$ cat src/rtl/mpcm_pkg.sv
// Package for the PCM sample mixer: action codes, controller states,
// command struct and default sizes. No dependencies.
package mpcm_pkg;

	localparam int VOICES_DEF = 12;
	localparam int SOUNDS_DEF = 128;
	localparam int SAMPLE_ADDR_BITS_DEF = 16;

	typedef enum logic [2:0] {
		ACT_TICK   = 3'd0,
		ACT_START  = 3'd1,
		ACT_STOP   = 3'd2,
		ACT_ENDLP  = 3'd3,
		ACT_GAIN   = 3'd4,
		ACT_WRITE  = 3'd5,
		ACT_DEFINE = 3'd6,
		ACT_QUERY  = 3'd7
	} action_t;

	typedef enum logic [1:0] {
		ST_IDLE  = 2'd0,
		ST_MIX   = 2'd1,
		ST_DRAIN = 2'd2,
		ST_DONE  = 2'd3
	} state_t;

	typedef struct packed {
		logic accept;
		logic issue;
		logic clear_acc;
		logic load_imm;
		logic load_mix;
	} cmd_t;

endpackage

$ cat src/rtl/mpcm_ctrl.sv
// Controller of the PCM mixer: transaction handshake, tick sequencing,
// output valid. Depends on mpcm_pkg.
module mpcm_ctrl #(
	parameter int VOICES = mpcm_pkg::VOICES_DEF,
	localparam int VB = (VOICES > 1) ? $clog2(VOICES) : 1
) (
	input  logic            clk,
	input  logic            arst_n,
	input  logic            in_valid,
	input  logic            in_tick,
	output logic            in_ready,
	output logic            out_valid,
	input  logic            out_ready,
	output mpcm_pkg::cmd_t  cmd,
	output logic [VB-1:0]   idx
);
	mpcm_pkg::state_t state_q, state_d;
	logic [VB-1:0] cnt_q, cnt_d;
	logic [1:0]    dcnt_q, dcnt_d;
	logic          ovalid_q;
	logic          slot_free;

	assign slot_free = !ovalid_q || out_ready;
	assign out_valid = ovalid_q;
	assign idx = cnt_q;

	always_ff @(posedge clk or negedge arst_n) begin
		if (!arst_n) begin
			state_q  <= mpcm_pkg::ST_IDLE;
			cnt_q    <= '0;
			dcnt_q   <= '0;
			ovalid_q <= 1'b0;
		end else begin
			state_q <= state_d;
			cnt_q   <= cnt_d;
			dcnt_q  <= dcnt_d;
			if (cmd.load_imm || cmd.load_mix) begin
				ovalid_q <= 1'b1;
			end else if (out_ready) begin
				ovalid_q <= 1'b0;
			end
		end
	end

	always_comb begin
		state_d  = state_q;
		cnt_d    = cnt_q;
		dcnt_d   = dcnt_q;
		in_ready = 1'b0;
		cmd      = '0;
		case (state_q)
			mpcm_pkg::ST_IDLE: begin
				in_ready   = in_tick || slot_free;
				cmd.accept = in_valid && in_ready;
				if (cmd.accept) begin
					if (in_tick) begin
						cmd.clear_acc = 1'b1;
						cnt_d   = '0;
						state_d = mpcm_pkg::ST_MIX;
					end else begin
						cmd.load_imm = 1'b1;
					end
				end
			end
			mpcm_pkg::ST_MIX: begin
				cmd.issue = 1'b1;
				if (cnt_q == VB'(VOICES - 1)) begin
					dcnt_d  = '0;
					state_d = mpcm_pkg::ST_DRAIN;
				end else begin
					cnt_d = cnt_q + 1'b1;
				end
			end
			mpcm_pkg::ST_DRAIN: begin
				dcnt_d = dcnt_q + 1'b1;
				if (dcnt_q == 2'd2) begin
					state_d = mpcm_pkg::ST_DONE;
				end
			end
			mpcm_pkg::ST_DONE: begin
				if (slot_free) begin
					cmd.load_mix = 1'b1;
					state_d = mpcm_pkg::ST_IDLE;
				end
			end
			default: begin
				state_d = mpcm_pkg::ST_IDLE;
			end
		endcase
	end
endmodule

$ cat config.mk
export PLATFORM = sky130hd
export DESIGN_NAME = mpcm_ctrl
export DESIGN_NICKNAME = d
export VERILOG_FILES = /design/src/rtl/mpcm_pkg.sv /design/src/rtl/mpcm_ctrl.sv
export SDC_FILE = /design/constraint.sdc
export NUM_CORES = 1
export LEC_CHECK = 0
export BUFFER_PORTS_ARGS = -buffer_cell sky130_fd_sc_hd__buf_2
export CAP_MARGIN = 40
export CORE_AREA = 5 5 42 44
export DETAILED_ROUTE_END_ITERATION = 10
export DIE_AREA = 0 0 47 49
export GPL_TIMING_DRIVEN = 0
export PLACE_DENSITY = 0.76
export REMOVE_ABC_BUFFERS = 1
export SYNTH_ARGS = -nofsm -noshare
export SYNTH_HDL_FRONTEND = slang
export SYNTH_SLANG_ARGS = --single-unit
$ cat constraint.sdc
create_clock -name clk -period 4.9 [get_ports clk]
set_input_delay 1.225 -clock clk [delete_from_list [all_inputs] [get_ports clk]]
set_output_delay 1.225 -clock clk [all_outputs]
set_load 0.05 [all_outputs]
==> flow_metrics.py <==
metrics = {
    "sta": {
        "worst_slew_pin_slew_ps": 447,
        "period_share_pct": 67.0,
        "setup_tns_ps": 0,
        "fin_crit_ps": 3280,
        "hold_viol": 0,
        "final.setup_skew_ps": 5.26,
        "finalMaxSlewViolations": 0,
        "fmax_mhz": 305,
        "rsz0062_at_grt": "false",
        "finalSetupViolations": 0,
        "relSlewSlack_pct": 70.2,
    },
    "critical_path": {
        "cp_data_required_time_ps": 3670,
        "r2r_slack_ps": 3070,
        "reg2reg_from": "state_q[1]$_DFFE_PN0P_",
        "crit_end": "cmd[1]",
        "crit_type": "input pin to output port",
        "worstPathCellList": "buf_2 -> nand2b_1 -> o21a_1 -> and3b_1 -> buf_2",
        "cp_slowest_cell": "o21a_1",
        "worstRegToRegCells": 5,
        "r2r_end": "idx[3]$_DFFE_PN0P_",
        "slowest_delay_ps": 200,
        "cp_max_fo": 3,
        "crit_arrival_ps": 2060,
        "end_kind": "output port",
        "crit_path_start_kind": "input pin",
        "worst_path_most_repeated_cell": "buf_2",
        "crit_start": "out_ready",
    },
    "detailed_routing": {
        "wl_per_cell_microns": 13.2,
        "via_per_inst": 5.52,
        "drc": 0,
        "num_vias": 569,
        "routed_wl_microns": 1360,
        "final_antenna_net_count": 0,
        "dr.pass1.iters": 4,
        "drt_iter0_drc": 4,
    },
    "global_route": {
        "met2_usage_pct": 19.9,
        "top_usage_layer": "met2",
        "grt_pass1_wl_microns": 2260,
        "track_usage_pct": 13.3,
        "grt_max_degree": 13,
        "antenna_found_initial": 0,
        "grtUsageMet1_pct": 17.1,
        "use_met3_pct": 3.69,
        "grt_overflow_total": 0,
        "grt_pass1_vias": 531,
    },
    "synth": {
        "ys_seq_area_share_pct": 33.3,
        "ys_seq_elements": 9,
        "mappedNetlistArea_sq_um": 677,
        "yosys_warnings": 0,
        "netlist.area_leader.share_pct": 33.3,
        "yosysUniqueCellTypes": 28,
        "synth.area.top_cells": "dfrtp_1 (33%), ha_1 (13%), nand3_1 (5.2%)",
        "avgSynthCellArea_sq_um": 9.81,
        "netlist_instances": 69,
        "netlist.top_cell.by_area": "dfrtp_1",
    },
    "place": {
        "io_buffers": 15,
        "place_congestion": 0.729,
        "dpl.hpwl_microns": 1070,
        "placed_cells": 99,
    },
    "power": {
        "power.density_mw_per_mm2": 750,
        "vdd_drop_max_mv": 0.396,
        "p_leak_nw": 0.428,
    },
    "layout": {
        "drive_above_1_share_pct": 26.4,
        "diodes": 0,
        "area_delta_synth_final_pct": 16.8,
        "instances_no_fill": 103,
        "layout_commonest_cell": "buf_2",
        "final_cell_mix": "buf_2 (15), dfrtp_1 (9), nand3_1 (7), o21ai_0 (7), ha_1 (7)",
        "nNetsFinal": 100,
    },
    "floorplanning": {
        "dieArea_sq_mm": 0.00230,
        "ioPinCount": 16,
        "die_w_microns": 47,
        "core_area_sq_mm": 0.00140,
        "fp-row-count": 14,
        "start_util_pct": 48.3,
        "die_h_microns": 49,
    },
    "clocking": {
        "cts_made_buffers": 3,
        "clock_latency_ps": 260,
        "htreeDepth": 1,
        "cts_root_buffer": "clkbuf_4",
        "cts-resized-gates": 0,
        "cts_tree": "yes",
        "cts.sinks": 9,
        "clkTransAtPathRegs_ps": 60,
        "clock_path_buffers": 2,
        "post-cts-setup-buffer-count": 0,
        "holdBufCountCts": 0,
    },
    "min_path": {
        "worstHoldPathType": "flop to flop",
    },
    "status": {
        "outcome": "finished, final reports clean",
    },
    "run": {
        "cap_violations": 0,
    },
}
[critical path: cells and delay by family]
kind | cells | cell delay, ps
and+or+nand+nor | 2 | 330
AOI/OAI and AO/OA | 1 | 200
buffers and inverters | 2 | 300
[how the worst min path moves through the flow]
stage	cells after the start	to	slack [ps]	start
global route	1	state_q[1]$_DFFE_PN0P_	600	state_q[1]$_DFFE_PN0P_
detailed placement	2	dcnt_q[1]$_DFFE_PN0P_	550	dcnt_q[1]$_DFFE_PN0P_
floorplan	2	dcnt_q[1]$_DFFE_PN0P_	500	dcnt_q[1]$_DFFE_PN0P_
global placement	2	dcnt_q[1]$_DFFE_PN0P_	530	dcnt_q[1]$_DFFE_PN0P_
CTS	2	dcnt_q[1]$_DFFE_PN0P_	560	dcnt_q[1]$_DFFE_PN0P_
finish	2	dcnt_q[1]$_DFFE_PN0P_	560	dcnt_q[1]$_DFFE_PN0P_
[cells in the mapped netlist (all sizes together)]
library cell and count:
ha 7, a21oi 1, buf 1, o21a 1, a21boi 1, or2b 1
o21ai 7, a211oi 1, dfrtp 9, or3b 1, a2bb2oi 2, nand3 7
nand3b 2, nor2 2, and3b 3, o211ai 2, a2111oi 1, nand2b 1
xnor2 1, nand2 3, o311ai 1, inv 6, and3 1, or4 1
nor2b 3, and2 2, mux2 1
[power breakdown]
| part | switching (W) | total (W) | internal, W |
|---|---|---|---|
| clock network | 0.0000272 | 0.0000586 | 0.0000314 |
| registers | 0.0000380 | 0.000148 | 0.000110 |
| logic | 0.000250 | 0.000387 | 0.000137 |
[routing by layer]
layer	vias up	share of wire [%]	routed length (microns)
met5	-	0	0
met4	0	1.2	17
met3	4	4.8	65
met2	10	50	676
met1	271	44	605
li1	284	-	-
[layout make-up]
cell class / instances / area (sq um)
Clock buffer: 4 / 26.3
Timing Repair Buffer: 15 / 75.1
Multi-Input combinational cell: 53 / 422
Tap cell: 16 / 20.0
Sequential cell: 9 / 225
Fill cell: 144 / 611
Inverter: 6 / 22.5
[sequential cells by signal, summed over array words and instances, names as in the netlist]
register,count
out_valid,1
state_q,2
dcnt_q,2
idx,4
[logic make-up (layout without fill, tap and decap cells)]
logic type	after synthesis	in the layout	synth area share, %
buffers and inverters	7	25	4.44
AO/OA/AOI/OAI	17	17	20.0
flip-flops	9	9	33.3
adder cells (fa/ha/maj)	7	7	12.9
AND/OR/NAND/NOR	27	27	25.9
XOR/XNOR	1	1	1.29
multiplexers	1	1	2.22
[through the flow]
step / utilization [%] / total power, W / area, sq um / setup WS [ps] / hold slack [ps]
3_3_place_gp: 54.6 / 0.000526 / 764 / 1640 / 530
5_1_grt: 56.4 / 0.000639 / 791 / 1580 / 602
6_report: 56.4 / 0.000593 / 791 / 1620 / 560
2_1_floorplan: - / 0.000457 / 669 / 1350 / 496
4_1_cts: 56.4 / 0.000601 / 791 / 1620 / 565
3_5_place_dp: 54.6 / 0.000539 / 764 / 1620 / 550
Power figures use the tool's default switching activity.
